`src/design/nearest_shower_match_defines.svh`:
```
// ---------------------------------------------------------------------------
// nearest_shower_match_defines.svh
// Assertion macros shared by the nearest shower match design.
// ---------------------------------------------------------------------------
`ifndef NEAREST_SHOWER_MATCH_DEFINES_SVH
`define NEAREST_SHOWER_MATCH_DEFINES_SVH

`ifndef SYNTH
// Check that is masked while reset is high
`define NSM_ASSERT(lbl, clk, rst, prop) \
  lbl: assert property (@(posedge clk) disable iff (rst) prop) \
    else $error("nsm assertion failed");
// Check that also holds through reset
`define NSM_ASSERT_ALWAYS(lbl, clk, prop) \
  lbl: assert property (@(posedge clk) prop) \
    else $error("nsm assertion failed");
`else
`define NSM_ASSERT(lbl, clk, rst, prop)
`define NSM_ASSERT_ALWAYS(lbl, clk, prop)
`endif

`endif

```
`src/design/nsm_pkg.sv`:
```
// ---------------------------------------------------------------------------
// nsm_pkg
// Shared types and constants for the nearest shower match block.
// ---------------------------------------------------------------------------
package nsm_pkg;

  // Capacity of one search
  localparam int MAX_SHOWERS = 256;
  localparam int CNT_W       = $clog2(MAX_SHOWERS + 1);

  // Field widths
  localparam int HITS_W  = 12;
  localparam int ETA_W   = 16;
  localparam int PHI_W   = 16;
  localparam int POS_W   = 8;
  localparam int DIFF_W  = 16;
  localparam int SQ_W    = 2 * DIFF_W;
  localparam int DIST_W  = SQ_W + 1;
  localparam int CFG_IDX_W  = 2;
  localparam int CFG_DATA_W = 16;

  // Register stages of the distance pipeline
  localparam int DIST_STAGES = 4;

  // Register indexes
  localparam logic [CFG_IDX_W-1:0] REG_QUERY_ETA = 2'd0;
  localparam logic [CFG_IDX_W-1:0] REG_QUERY_PHI = 2'd1;
  localparam logic [CFG_IDX_W-1:0] REG_PHI_ONLY  = 2'd2;

  // Query settings
  typedef struct packed {
    logic signed [ETA_W-1:0] query_eta;
    logic [PHI_W-1:0]        query_phi;
    logic                    phi_only;
  } cfg_t;

  // Per-item control carried alongside the distance
  typedef struct packed {
    logic has_hits;
    logic last;
  } item_tag_t;

endpackage

```
`src/design/nearest_shower_match.sv`:
```
// ---------------------------------------------------------------------------
// nearest_shower_match
// Nearest shower to a query point in eta-phi, over a stream of showers.
// ---------------------------------------------------------------------------
// Usage:
//   Showers enter on the in_* channel, one transfer per cycle when in_valid
//   is high and in_stall is low. Showers with no hits take a stream
//   position but are not compared. A shower with last_item set closes the
//   search and produces one result on the out_* channel: found, the stream
//   position of the nearest shower, and overflow if more showers arrived
//   than the capacity. The next search starts with the following shower.
//   The query point and phi-only mode are written on the cfg_* channel,
//   which is always ready; write them only while no search is in flight.
//   Throughput: one shower per cycle while in_stall is low, set by the
//   compare and update of the running best. A closing shower's result
//   passes the input register, the difference, square and sum stages
//   of the distance pipeline, then the result register.
//   A result waits in the output register while out_stall is high; showers
//   keep entering until the next closing shower reaches the end of the
//   distance pipeline and the stages behind it fill, then in_stall rises.
//   Synchronous reset clears the pipeline, the search and the registers.
// ---------------------------------------------------------------------------
`include "nearest_shower_match_defines.svh"

module nearest_shower_match (
  input  logic                                clk,
  input  logic                                rst,
  // Shower input
  input  logic                                in_valid,
  output logic                                in_stall,
  input  logic [nsm_pkg::HITS_W-1:0]          inner_hits,
  input  logic [nsm_pkg::HITS_W-1:0]          middle_hits,
  input  logic [nsm_pkg::HITS_W-1:0]          outer_hits,
  input  logic signed [nsm_pkg::ETA_W-1:0]    shower_eta,
  input  logic [nsm_pkg::PHI_W-1:0]           shower_phi,
  input  logic                                last_item,
  // Result output
  output logic                                out_valid,
  input  logic                                out_stall,
  output logic                                found,
  output logic [nsm_pkg::POS_W-1:0]           found_index,
  output logic                                overflow,
  // Register writes
  input  logic                                cfg_valid,
  output logic                                cfg_ready,
  input  logic [nsm_pkg::CFG_IDX_W-1:0]       cfg_index,
  input  logic [nsm_pkg::CFG_DATA_W-1:0]      cfg_data
);
  import nsm_pkg::*;

  cfg_t              cfg;
  logic              dist_valid;
  logic [DIST_W-1:0] distance;
  item_tag_t         dist_tag;
  logic              dist_ready;

  assign cfg_ready = 1'b1;

  // Query registers
  always_ff @(posedge clk) begin
    if (rst) begin
      cfg <= '0;
    end else if (cfg_valid && cfg_ready) begin
      case (cfg_index)
        REG_QUERY_ETA: cfg.query_eta <= cfg_data[ETA_W-1:0];
        REG_QUERY_PHI: cfg.query_phi <= cfg_data[PHI_W-1:0];
        REG_PHI_ONLY:  cfg.phi_only  <= cfg_data[0];
        default: ;
      endcase
    end
  end

  nsm_dist_pipe u_dist (
    .clk         (clk),
    .rst         (rst),
    .in_valid    (in_valid),
    .in_stall    (in_stall),
    .inner_hits  (inner_hits),
    .middle_hits (middle_hits),
    .outer_hits  (outer_hits),
    .shower_eta  (shower_eta),
    .shower_phi  (shower_phi),
    .last_item   (last_item),
    .cfg         (cfg),
    .dist_valid  (dist_valid),
    .distance    (distance),
    .dist_tag    (dist_tag),
    .dist_ready  (dist_ready)
  );

  nsm_track u_track (
    .clk         (clk),
    .rst         (rst),
    .dist_valid  (dist_valid),
    .distance    (distance),
    .dist_tag    (dist_tag),
    .dist_ready  (dist_ready),
    .out_valid   (out_valid),
    .out_stall   (out_stall),
    .found       (found),
    .found_index (found_index),
    .overflow    (overflow)
  );

  // Input only backs up behind a held result
  `NSM_ASSERT(a_stall_cause, clk, rst, in_stall |-> (out_valid && out_stall))
  // No result reports a position without a match
  `NSM_ASSERT(a_index_zero, clk, rst, (out_valid && !found) |-> (found_index == '0))
  // Reset empties the result register
  `NSM_ASSERT_ALWAYS(a_reset_empty, clk, rst |=> !out_valid)

endmodule

```
`src/design/nsm_dist_pipe.sv`:
```
// ---------------------------------------------------------------------------
// nsm_dist_pipe
// Four-stage pipeline computing the squared eta-phi distance of a shower.
// ---------------------------------------------------------------------------
module nsm_dist_pipe (
  input  logic                              clk,
  input  logic                              rst,
  input  logic                              in_valid,
  output logic                              in_stall,
  input  logic [nsm_pkg::HITS_W-1:0]        inner_hits,
  input  logic [nsm_pkg::HITS_W-1:0]        middle_hits,
  input  logic [nsm_pkg::HITS_W-1:0]        outer_hits,
  input  logic signed [nsm_pkg::ETA_W-1:0]  shower_eta,
  input  logic [nsm_pkg::PHI_W-1:0]         shower_phi,
  input  logic                              last_item,
  input  nsm_pkg::cfg_t                     cfg,
  output logic                              dist_valid,
  output logic [nsm_pkg::DIST_W-1:0]        distance,
  output nsm_pkg::item_tag_t                dist_tag,
  input  logic                              dist_ready
);
  import nsm_pkg::*;

  logic [DIST_STAGES-1:0] vld;
  logic [DIST_STAGES-1:0] rdy;
  item_tag_t              tag [DIST_STAGES];

  logic signed [ETA_W-1:0] s1_eta;
  logic [PHI_W-1:0]        s1_phi;
  logic [DIFF_W-1:0]       deta;
  logic [DIFF_W-1:0]       dphi;
  logic [SQ_W-1:0]         sq_eta;
  logic [SQ_W-1:0]         sq_phi;
  logic [DIST_W-1:0]       dist_q;

  logic signed [ETA_W:0]   eta_diff;
  logic [ETA_W:0]          eta_abs;
  logic [DIFF_W-1:0]       deta_next;
  logic [PHI_W-1:0]        phi_diff;
  logic [DIFF_W-1:0]       dphi_next;
  logic [SQ_W-1:0]         sq_eta_next;
  logic [SQ_W-1:0]         sq_phi_next;
  item_tag_t               in_tag;

  // A stage moves when it is empty or the next one moves
  always_comb begin
    rdy[DIST_STAGES-1] = !vld[DIST_STAGES-1] || dist_ready;
    for (int k = DIST_STAGES - 2; k >= 0; k--) begin
      rdy[k] = !vld[k] || rdy[k+1];
    end
  end

  assign in_stall = !rdy[0];

  always_ff @(posedge clk) begin
    if (rst) begin
      vld <= '0;
    end else begin
      if (rdy[0]) begin
        vld[0] <= in_valid;
      end
      for (int k = 1; k < DIST_STAGES; k++) begin
        if (rdy[k]) begin
          vld[k] <= vld[k-1];
        end
      end
    end
  end

  // Tag of an incoming item
  always_comb begin
    in_tag.has_hits = (inner_hits | middle_hits | outer_hits) != '0;
    in_tag.last     = last_item;
  end

  // Stage 2 math: absolute eta difference, wrapped phi difference
  always_comb begin
    eta_diff  = $signed({cfg.query_eta[ETA_W-1], cfg.query_eta})
              - $signed({s1_eta[ETA_W-1], s1_eta});
    eta_abs   = eta_diff[ETA_W] ? (ETA_W+1)'(0) - eta_diff : eta_diff;
    deta_next = cfg.phi_only ? '0 : eta_abs[DIFF_W-1:0];
    phi_diff  = s1_phi - cfg.query_phi;
    dphi_next = phi_diff[PHI_W-1] ? DIFF_W'(0) - phi_diff : phi_diff;
  end

  // Stage 3 math: squares
  assign sq_eta_next = deta * deta;
  assign sq_phi_next = dphi * dphi;

  // Payload registers
  always_ff @(posedge clk) begin
    if (rdy[0]) begin
      s1_eta <= shower_eta;
      s1_phi <= shower_phi;
      tag[0] <= in_tag;
    end
    if (rdy[1]) begin
      deta   <= deta_next;
      dphi   <= dphi_next;
      tag[1] <= tag[0];
    end
    if (rdy[2]) begin
      sq_eta <= sq_eta_next;
      sq_phi <= sq_phi_next;
      tag[2] <= tag[1];
    end
    if (rdy[3]) begin
      dist_q <= {1'b0, sq_eta} + {1'b0, sq_phi};
      tag[3] <= tag[2];
    end
  end

  assign dist_valid = vld[DIST_STAGES-1];
  assign distance   = dist_q;
  assign dist_tag   = tag[DIST_STAGES-1];

endmodule

```
`src/design/nsm_track.sv`:
```
// ---------------------------------------------------------------------------
// nsm_track
// Running argmin over one search and the result register.
// ---------------------------------------------------------------------------
module nsm_track (
  input  logic                          clk,
  input  logic                          rst,
  input  logic                          dist_valid,
  input  logic [nsm_pkg::DIST_W-1:0]    distance,
  input  nsm_pkg::item_tag_t            dist_tag,
  output logic                          dist_ready,
  output logic                          out_valid,
  input  logic                          out_stall,
  output logic                          found,
  output logic [nsm_pkg::POS_W-1:0]     found_index,
  output logic                          overflow
);
  import nsm_pkg::*;

  logic [CNT_W-1:0]  item_count;
  logic [DIST_W-1:0] best_distance;
  logic [POS_W-1:0]  best_position;
  logic              have_best;
  logic              overflowed;

  logic [CNT_W-1:0]  item_count_next;
  logic [DIST_W-1:0] best_distance_next;
  logic [POS_W-1:0]  best_position_next;
  logic              have_best_next;
  logic              overflowed_next;
  logic              take;
  logic              out_free;

  // Result register is free when empty or being drained
  assign out_free   = !out_valid || !out_stall;
  assign dist_ready = !dist_tag.last || out_free;
  assign take       = dist_valid && dist_ready;

  // Search update for one item
  always_comb begin
    item_count_next    = item_count;
    best_distance_next = best_distance;
    best_position_next = best_position;
    have_best_next     = have_best;
    overflowed_next    = overflowed;
    if (item_count >= CNT_W'(MAX_SHOWERS)) begin
      overflowed_next = 1'b1;
    end else begin
      if (dist_tag.has_hits && (!have_best || distance < best_distance)) begin
        best_distance_next = distance;
        best_position_next = POS_W'(item_count);
        have_best_next     = 1'b1;
      end
      item_count_next = item_count + 1'b1;
    end
  end

  // Search state, cleared after each report
  always_ff @(posedge clk) begin
    if (rst) begin
      item_count    <= '0;
      best_distance <= '0;
      best_position <= '0;
      have_best     <= 1'b0;
      overflowed    <= 1'b0;
    end else if (take) begin
      if (dist_tag.last) begin
        item_count    <= '0;
        best_distance <= '0;
        best_position <= '0;
        have_best     <= 1'b0;
        overflowed    <= 1'b0;
      end else begin
        item_count    <= item_count_next;
        best_distance <= best_distance_next;
        best_position <= best_position_next;
        have_best     <= have_best_next;
        overflowed    <= overflowed_next;
      end
    end
  end

  // Result valid
  always_ff @(posedge clk) begin
    if (rst) begin
      out_valid <= 1'b0;
    end else if (take && dist_tag.last) begin
      out_valid <= 1'b1;
    end else if (!out_stall) begin
      out_valid <= 1'b0;
    end
  end

  // Result payload
  always_ff @(posedge clk) begin
    if (take && dist_tag.last) begin
      found       <= have_best_next;
      found_index <= have_best_next ? best_position_next : '0;
      overflow    <= overflowed_next;
    end
  end

endmodule

```
`config.mk`:
```
export PLATFORM = sky130hd
export DESIGN_NAME = nearest_shower_match
export DESIGN_NICKNAME = d
export VERILOG_FILES = /design/src/design/nsm_pkg.sv /design/src/design/nearest_shower_match.sv /design/src/design/nsm_dist_pipe.sv /design/src/design/nsm_track.sv
export VERILOG_INCLUDE_DIRS = /design/src /design/src/design
export SDC_FILE = /design/constraint.sdc
export NUM_CORES = 1
export LEC_CHECK = 0
export ABC_AREA = 1
export BUFFER_PORTS_ARGS = -buffer_cell sky130_fd_sc_hd__buf_2
export CAP_MARGIN = 20
export CORE_MARGIN = 5
export CORE_UTILIZATION = 50
export CTS_BUF_LIST = sky130_fd_sc_hd__clkbuf_4 sky130_fd_sc_hd__clkbuf_8 sky130_fd_sc_hd__clkbuf_16
export DETAILED_ROUTE_END_ITERATION = 16
export PLACE_DENSITY = 0.71
export SKIP_CTS_REPAIR_TIMING = 1
export SYNTH_ARGS = -nofsm -noshare
export SYNTH_HDL_FRONTEND = slang
export SYNTH_HIERARCHICAL = 1
export SYNTH_SLANG_ARGS = --single-unit
```
`constraint.sdc`:
```
create_clock -name clk -period 9.7 [get_ports clk]
set_clock_uncertainty 0.05 [all_clocks]
set_input_delay 0 -clock clk [delete_from_list [all_inputs] [get_ports clk]]
set_output_delay 0 -clock clk [all_outputs]
set_load 0.1 [all_outputs]
```
* Word-level counts from Yosys, hierarchy flattened *
Memory sizes are Yosys's and may differ from the RTL's.
Index checks and enable logic that the tools add are counted.

storage, ports and cells
  RAM bits = 8
  output and inout port bits = 13
  word-level logic and storage cells = 93
  memories = 1
  bits in registers = 261

cells by class
  bitwise logic cells = 2
  multiplexer cells = 25
  add/sub/neg operators = 6
  reduce and logical (&&, ||, !) cells = 27
  equal/unequal tests = 4
  multiply operators = 2
  magnitude comparators = 2

memories
  memory      words  width  read ports  clocked after Yosys merged registers in  wr ports  line                 text
  u_dist.tag  4      2      4           0                                        4         nsm_dist_pipe.sv:26  item_tag_t tag [DIST_STAGES];

operators by type and width
  cell                     count
  $mux W33                 3
  $mul A16 B16 Y32         2
  $add A32 B32 Y33         1
  $lt A33 B33 Y1           1
  $sub A1 B16 Y16 const A  2
  $mux W8                  3
  $or A12 B12 Y12          2
  $mux W9                  2
  $sub A16 B16 Y17         1
  $mux W16                 1
  $sub A16 B16 Y16         1
  $mux W1                  15
  $mux W15                 1
  $reduce_bool A12 Y1      1
  $add A9 B1 Y9 const B    1
  $ge A9 B9 Y1 const B     1
  $logic_not A1 Y1         9
  $reduce_and A2 Y1        4
  $logic_or A1 B1 Y1       7
  $ne A2 B1 Y1 const B     2
  $logic_and A1 B1 Y1      3
  $reduce_and A3 Y1        1
  $eq A2 B1 Y1 const B     1
  $eq A2 B2 Y1 const B     1
  other kinds (2)          2

* Logic depth before layout (Yosys ltp) *
Gate-level depths: netlist of run 1.

  word-level depth = 9
  depth in mapped cells = 28
  depth with buffers taken out = 26

* Hierarchy *
The synthesis of run 1 kept the hierarchy.

by module, submodules not included
  module                area each (um^2)  cells an instance  instances  sequential area each (um^2)
  nsm_dist_pipe         24380.9           2910               1          5094.9
  nsm_track             3509.6            473                1          1361.3
  nearest_shower_match  1443.9            219                1          660.6

* Least setup slack after synthesis of run 1 *
OpenSTA, ideal clock, no wires.

  kind = reg2reg
  start point = register u_track.out_valid
  end point = register u_dist.s1_eta[0] (enable)
  period minus slack after synthesis = 6.408 ns
  slack = 3.292 ns
  setup time = 0.494 ns
  required time = 9.156 ns
  buffers on the path = 0
  cell stages (with the launch flop) = 12
  data arrival time = 5.864 ns
  path through = dfxtp_1 -> nand2_1 -> inv_1 -> nand2_1 -> nor2_1 -> inv_1 -> nor2_1 -> inv_1 -> nor2_1 -> inv_1 -> nor2_1 -> inv_1

on the way
  longest elaborated chain between the ends = 7

ends and longest elaborated chain
  element                 line                        text
  start, declared         nsm_track.sv:12             output logic out_valid,
  start signal, assigned  nsm_track.sv:86             out_valid <= 1'b0;
  start signal, assigned  nsm_track.sv:88             out_valid <= 1'b1;
  start signal, assigned  nsm_track.sv:90             out_valid <= 1'b0;
  $logic_not A1 Y1        nsm_track.sv:35             assign out_free = !out_valid || !out_stall;
  $logic_or A1 B1 Y1      nsm_track.sv:35
  $logic_or A1 B1 Y1      nsm_track.sv:36             assign dist_ready = !dist_tag.last || out_free;
  via dist_ready          nearest_shower_match.sv:55  logic dist_ready;
  $logic_or A1 B1 Y1      nsm_dist_pipe.sv:47         rdy[DIST_STAGES-1] = !vld[DIST_STAGES-1] || dist_ready;
  via u_dist.rdy[3]       nsm_dist_pipe.sv:25         logic [DIST_STAGES-1:0] rdy;
  $logic_or A1 B1 Y1      nsm_dist_pipe.sv:49         rdy[k] = !vld[k] || rdy[k+1];
  via u_dist.rdy[2]       nsm_dist_pipe.sv:25
  $logic_or A1 B1 Y1      nsm_dist_pipe.sv:49
  via u_dist.rdy[1]       nsm_dist_pipe.sv:25
  $logic_or A1 B1 Y1      nsm_dist_pipe.sv:49
  end signal, assigned    nsm_dist_pipe.sv:93         s1_eta <= shower_eta;
  end, declared           nsm_dist_pipe.sv:28         logic signed [ETA_W-1:0] s1_eta;

The timed path passes the listed nets, and every way through them passes these cells.
A chain may end at the register's enable or synchronous reset.

* Final worst setup path of run 1 *
  start point = register u_dist.dphi[9]
  end point = register u_dist.sq_phi[25] (data pin)

on the way
  longest elaborated chain between the ends = 1

ends and longest elaborated chain
  element                     line                  text
  start, declared             nsm_dist_pipe.sv:31   logic [DIFF_W-1:0] dphi;
  start signal, assigned      nsm_dist_pipe.sv:99   dphi <= dphi_next;
  $mul A16 B16 Y32            nsm_dist_pipe.sv:88   assign sq_phi_next = dphi * dphi;
  via u_dist.sq_phi_next[25]  nsm_dist_pipe.sv:42   logic [SQ_W-1:0] sq_phi_next;
  end signal, assigned        nsm_dist_pipe.sv:104  sq_phi <= sq_phi_next;
  end, declared               nsm_dist_pipe.sv:33   logic [SQ_W-1:0] sq_phi;

The timed path passes the listed nets, and every way through them passes these cells.

==> results of run 1 <==
## layout by cell type, fill, tap and decap left out, types with 14 or more instances in the layout
| master | synthesis | layout |
|---|---|---|
| xnor2_1 | 35 | 35 |
| inv_1 | 882 | 881 |
| a21oi_1 | 220 | 220 |
| nand3_1 | 162 | 162 |
| nor3_1 | 21 | 21 |
| dfxtp_1 | 90 | 90 |
| edfxtp_1 | 177 | 177 |
| nor2_1 | 224 | 224 |
| clkbuf_16 | 0 | 31 |
| nand4_1 | 20 | 20 |
| a31oi_1 | 14 | 14 |
| buf_2 | 9 | 103 |
| dlygate4sd3_1 | 0 | 59 |
| nand2_1 | 771 | 771 |
| fa_1 | 328 | 328 |
| xor2_1 | 78 | 78 |
| ha_1 | 299 | 299 |
| o21ai_0 | 78 | 78 |
| a21o_1 | 16 | 16 |
## layer usage
metal / up-vias / part of all wire [%] / global-route usage [%] / wire (µm)
li1: 11264 / - / - / -
met1: 10557 / 44 / 27.2 / 28200
met2: 609 / 48 / 34.4 / 30900
met3: 86 / 5.6 / 2.34 / 3590
met4: 0 / 2.1 / 3.91 / 1320
met5: - / 0 / 0 / 0
## per-stage QoR
step,hold WS [ns],setup slack [ns],instance area (µm²)
2_1_floorplan,0.0191,3.29,29300
3_3_place_gp,0.127,3.50,30400
3_5_place_dp,0.128,3.47,30400
4_1_cts,-0.489,3.47,31500
5_1_grt,-0.00448,3.12,32100
6_report,-0.0276,3.47,32100
## how the worst max path moves through the flow
stage                                        start  cells past startpoint  slack [ns]                           to
floorplan           u_track/out_valid$_SDFFE_PP0P_                     11        3.29   u_dist/s1_eta[0]$_DFFE_PN_
CTS                       u_dist/dphi[0]$_DFFE_PP_                     22        3.47  u_dist/sq_phi[28]$_DFFE_PP_
global route              u_dist/dphi[9]$_DFFE_PP_                     23        3.12  u_dist/sq_phi[25]$_DFFE_PP_
detailed placement        u_dist/dphi[0]$_DFFE_PP_                     22        3.47  u_dist/sq_phi[28]$_DFFE_PP_
finish                    u_dist/dphi[9]$_DFFE_PP_                     23        3.47  u_dist/sq_phi[25]$_DFFE_PP_
global placement          u_dist/dphi[0]$_DFFE_PP_                     22        3.50  u_dist/sq_phi[28]$_DFFE_PP_
## sequential cells by signal (all words and copies together), names as in the netlist
signal                 flops
cfg                       33
u_dist/distance           33
u_track/best_distance     33
u_dist/sq_eta             31
u_dist/sq_phi             31
u_dist/deta               16
u_dist/dphi               16
u_dist/s1_eta             16
u_dist/s1_phi             16
u_track/item_count         9
u_dist/tag                 8
u_track/best_position      8
u_track/found_index        8
u_dist/vld                 4
u_track/found              1
u_track/have_best          1
u_track/out_valid          1
u_track/overflow           1
u_track/overflowed         1
## logic make-up (layout without fill, tap and decap cells)
kind of cell / after synthesis / in the layout / synth area share [%]
simple gates: 1253 / 1253 / 17.8
buf+inv: 980 / 1109 / 12.8
fa+ha+maj: 627 / 627 / 35.1
compound gates: 361 / 361 / 6.63
flops: 267 / 267 / 24.3
xor+xnor: 113 / 113 / 3.37
other cells: 1 / 1 / 0.0128
## tightest hold or removal path, cell delays in order
cell     delay (ns)
buf_2          0.29
a21oi_1        0.22
nor2_1         0.05
## area by class of cell
cell class	count	area share, %
well taps	765	2.99
clock inverters	17	0.679
multi-input cells	2355	57.6
repair buffers	168	3.59
flip-flops and latches	267	22.2
clock buffers	37	2.60
inverters	887	10.4
==> impl_metrics.ini, run 1 <==
[status]
status = finished with violations
violations = negative hold slack

[drt]
first_pass_iters = 6
dr.first_iter.drc_count = 1389
vias = 22516
wirelength_mm = 64.0
drc_errors = 0
routedWlPerCell_um = 14.2
viasPerCell = 5.01
ant_nets = 0

[synth]
synth_nets = 4321
ys.flop_type = edfxtp_1
synth_commonest_cells = inv_1 (882), nand2_1 (771), fa_1 (328)
yosysMostFrequentCell = inv_1
netlist.area_leader.share_pct = 22.4
synth.cell_area_mm2 = 0.0293
synth_largest_area_cell = fa_1
synth_cell_types = 52
synth_area_per_cell_um2 = 8.14
synth-edff-count = 177
synth-seq-cells = 267
ys_seq_area_share_pct = 24.3
yosys_warnings = 6
synthCells = 3602
async_reset_ff_share_pct = 0
synth_area_leaders = fa_1 (22%), edfxtp_1 (18%), ha_1 (13%)

[timing]
fmax_ghz = 0.160
final-setup-viol-count = 0
finalCriticalPeriod_ns = 6.23
worst_slew_pin_slew_ns = 0.994
fin_tns_setup_ns = 0
rsz0062_at_grt = false
timing.hold.ws_ns = -0.0276
relSlewSlack_pct = 33.7
timing_hold_violations_final = 25
slew_viol_final = 0
min_period_over_period_pct = 64.3

[place]
io_buffers = 103
gp_congestion = 0.920
dp_hpwl_mm = 51.2
dpl.cell_count = 4383

[cells_and_area]
area_growth_pct = 9.31
final_cells = 4496
seq_area_mm2 = 0.00712
fillers = 5277
multi_input_area_mm2 = 0.0185
drive_gt1_share_pct = 5.36
antenna_cells = 0
utilization_pct = 55.4
nets = 4427

[setup_path]
critical_path_buf_inv_count = 7
cp.arrival_ns = 6.51
worstSetupPathType = reg -> reg
worst_r2r_path_depth = 23
crit_family = adder cells
cp.required_ns = 9.98
endpoint_kind = flop
reg2reg_to = u_dist/sq_phi[25]$_DFFE_PP_
reg2reg_slack_ns = 3.47
cp_max_fo = 16
startpoint_type = flop
timing.rr.start = u_dist/dphi[9]$_DFFE_PP_
max_stage_delay_ns = 0.68
cpMostUsedCell = inv_1
slowest_stage = edfxtp_1
crit_chain = nand2_1 > inv_1 > fa_1 > inv_1 > fa_1 > inv_1 > fa_1 > inv_1 > fa_1 > inv_1 > fa_1 > inv_1 > fa_1 > inv_1 > ha_1 > nand2_1 > nor2_1 > nor2_1 > a21boi_0 > o21ai_0 > nand2_1 > nand2_1 > xor2_1

[job]
maxCapViolations = 0

[clocking]
clockBufferDepth = 3
cts_inserted_buffers = 29
clk_latency_ns = 0.59
htree_levels = 1
clk_pin_slew_ns = 0.06
numClockSinks = 267
cts-root-buf = clkbuf_16
cts_tree = built

[floorplan]
die_w_um = 252
core-area_mm2 = 0.0579
die_h_um = 252
die_area_mm2 = 0.0636
rows = 88
start_util_pct = 50.7
num_io_pins = 105

[global_route]
grt_pass1_wl_mm = 106
antenna_found_initial = 1
grt_max_degree = 66
grtUsageTotal_pct = 19.9
grt_pass1_vias = 22239
gr-total-overflow = 0

[hold_path]
hold_path.class = in -> reg
whs_path_depth = 3
min_to = cfg[27]$_SDFFE_PP0P_
min_from = cfg_valid
Power of run 1 is left out: the tool's default activity adds up to more than one toggle a clock period on the data nets, which glitch-free logic cannot reach.
==> run 2, diff against run 1 <==
- ABC_AREA: 1 -> 0
- PLACE_DENSITY: 0.71 -> 0.73
- clock period: 9.7 -> 5.24 ns (I/O delays scaled with it)
==> impl_metrics.ini, run 2 <==
[timing]
fin_ws_ns = -0.951
relSlewSlack_pct = 29.1
final-setup-viol-count = 37
min_period_over_period_pct = 118
fmax_ghz = 0.162
worst_slew_pin_slew_ns = 1.06
rsz0062_at_grt = true
slew_viol_final = 0
finalCriticalPeriod_ns = 6.19
timing_hold_violations_final = 0
fin_tns_setup_ns = -19.80

[synth]
synth_cell_types = 93
synth_area_leaders = fa_1 (23%), edfxtp_1 (19%), ha_1 (13%)
synth_nets = 3611
synth_area_per_cell_um2 = 9.77
synth.cell_area_mm2 = 0.0283
synth-seq-cells = 267
ys_seq_area_share_pct = 25.2
synth-edff-count = 177
netlist.area_leader.share_pct = 23.2
async_reset_ff_share_pct = 0
synth_largest_area_cell = fa_1
synthCells = 2892
yosysMostFrequentCell = inv_1
synth_commonest_cells = inv_1 (653), fa_1 (328), ha_1 (299)
yosys_warnings = 6
ys.flop_type = edfxtp_1

[setup_path]
cpMostUsedCell = fa_1
cp.depth = 21
worst_r2r_path_depth = 21
crit_chain = buf_6 > nand2_4 > fa_1 > fa_1 > inv_2 > fa_1 > fa_1 > fa_1 > inv_2 > fa_1 > inv_2 > ha_4 > a21oi_4 > o21ai_2 > o21bai_1 > o311a_1 > nor2_2 > o221a_4 > o41ai_4 > buf_4 > xnor2_1
slowest_stage = fa_1
endpoint_kind = flop
critical_path_buf_inv_count = 5
startpoint_type = flop
cp.required_ns = 5.51
max_stage_delay_ns = 0.57
cp.arrival_ns = 6.46
worstSetupPathType = reg -> reg
cp_max_fo = 5
crit_family = adder cells

[floorplan]
die_h_um = 248
start_util_pct = 50.3
num_io_pins = 105
rows = 87
die_area_mm2 = 0.0614
core-area_mm2 = 0.0562
die_w_um = 248

[global_route]
grt_pass1_wl_mm = 105
gr-total-overflow = 0
grt_max_degree = 65
grtUsageTotal_pct = 20.6
grt_pass1_vias = 22565
antenna_found_initial = 0

[hold_path]
hold_path.class = in -> reg
whs_path_depth = 2

[cells_and_area]
area_growth_pct = 22.9
fillers = 4509
final_area_mm2 = 0.0347
utilization_pct = 61.9
final_cell_mix = inv_1 (610), fa_1 (317), buf_4 (305)
drive_gt1_share_pct = 22.9
antenna_cells = 0
nets = 4071
final_common_cell = inv_1

[place]
io_buffers = 103
dpl_cell_area_mm2 = 0.0320
dp_hpwl_mm = 52.1
gp_congestion = 0.917
detailedPlace.worstSlack_ns = -0.977

[clocking]
cts_tree = built
clk_pin_slew_ns = 0.06
numClockSinks = 267
htree_levels = 1
cts_inserted_buffers = 30
clk_latency_ns = 0.58
cts-root-buf = clkbuf_16
clockBufferDepth = 3

[drt]
ant_nets = 0
routedLengthMet1_mm = 26.5
first_pass_iters = 5
wirelength_mm = 66.0
met2_length_mm = 34.1
topRoutingLayerUsed = met4
drc_errors = 0
viasPerCell = 5.19
routedWlPerCell_um = 16.0
vias = 21447
dr_wl_met3_mm = 2.72
dr.first_iter.drc_count = 984

[status]
violations = negative setup slack
status = finished with violations

[job]
maxCapViolations = 0
-- run 2: layout make-up --
class	count	area, µm²	share of cell area [%]
clock buffer	37	833	2.40
timing repair buffer	500	3800	10.9
inverter	653	2460	7.08
multi-input combinational	1900	19400	55.7
tap	756	946	2.72
sequential	267	7120	20.5
clock inverter	19	235	0.677
-- run 2: path summary, 6_finish.rpt --
kind | start | endpoint | slack, ns
max | u_dist/dphi[12]$_DFFE_PP_ | u_dist/sq_phi[27]$_DFFE_PP_ | -0.95
min | shower_phi[12] | u_dist/s1_phi[12]$_DFFE_PN_ | 0.08
max reg2reg | u_dist/dphi[12]$_DFFE_PP_ | u_dist/sq_phi[27]$_DFFE_PP_ | -0.95
min reg2reg | u_dist/tag[2][0]$_DFFE_PP_ | u_dist/tag[3][0]$_DFFE_PP_ | 0.37
-- run 2: cell families (layout without fill, tap and decap cells) --
| family | count (synthesis) | after routing | share of synthesized area (%) |
|---|---|---|---|
| simple gates | 671 | 671 | 11.9 |
| xor+xnor | 134 | 134 | 4.18 |
| buf+inv | 725 | 1209 | 9.84 |
| other cells | 1 | 1 | 0.0133 |
| compound gates | 427 | 427 | 11.0 |
| mux | 40 | 40 | 1.43 |
| flops | 267 | 267 | 25.2 |
| fa+ha+maj | 627 | 627 | 36.5 |
-- run 2: per-layer routing --
metal / vias up / GRT usage (%)
li1: 10270 / -
met1: 10544 / 25.3
met2: 501 / 37.4
met3: 132 / 2.44
met4: 0 / 7.31
met5: - / 0
-- run 2: stage by stage --
stage | cells | hold WS (ns)
after floorplan | 2892 | 0.0191
after global placement | 3962 | 0.126
after detailed placement | 3962 | 0.128
after CTS | 4018 | -0.490
after global routing | 4132 | 0.0531
final | 4132 | 0.0777
Power of run 2 is left out for the same reason.
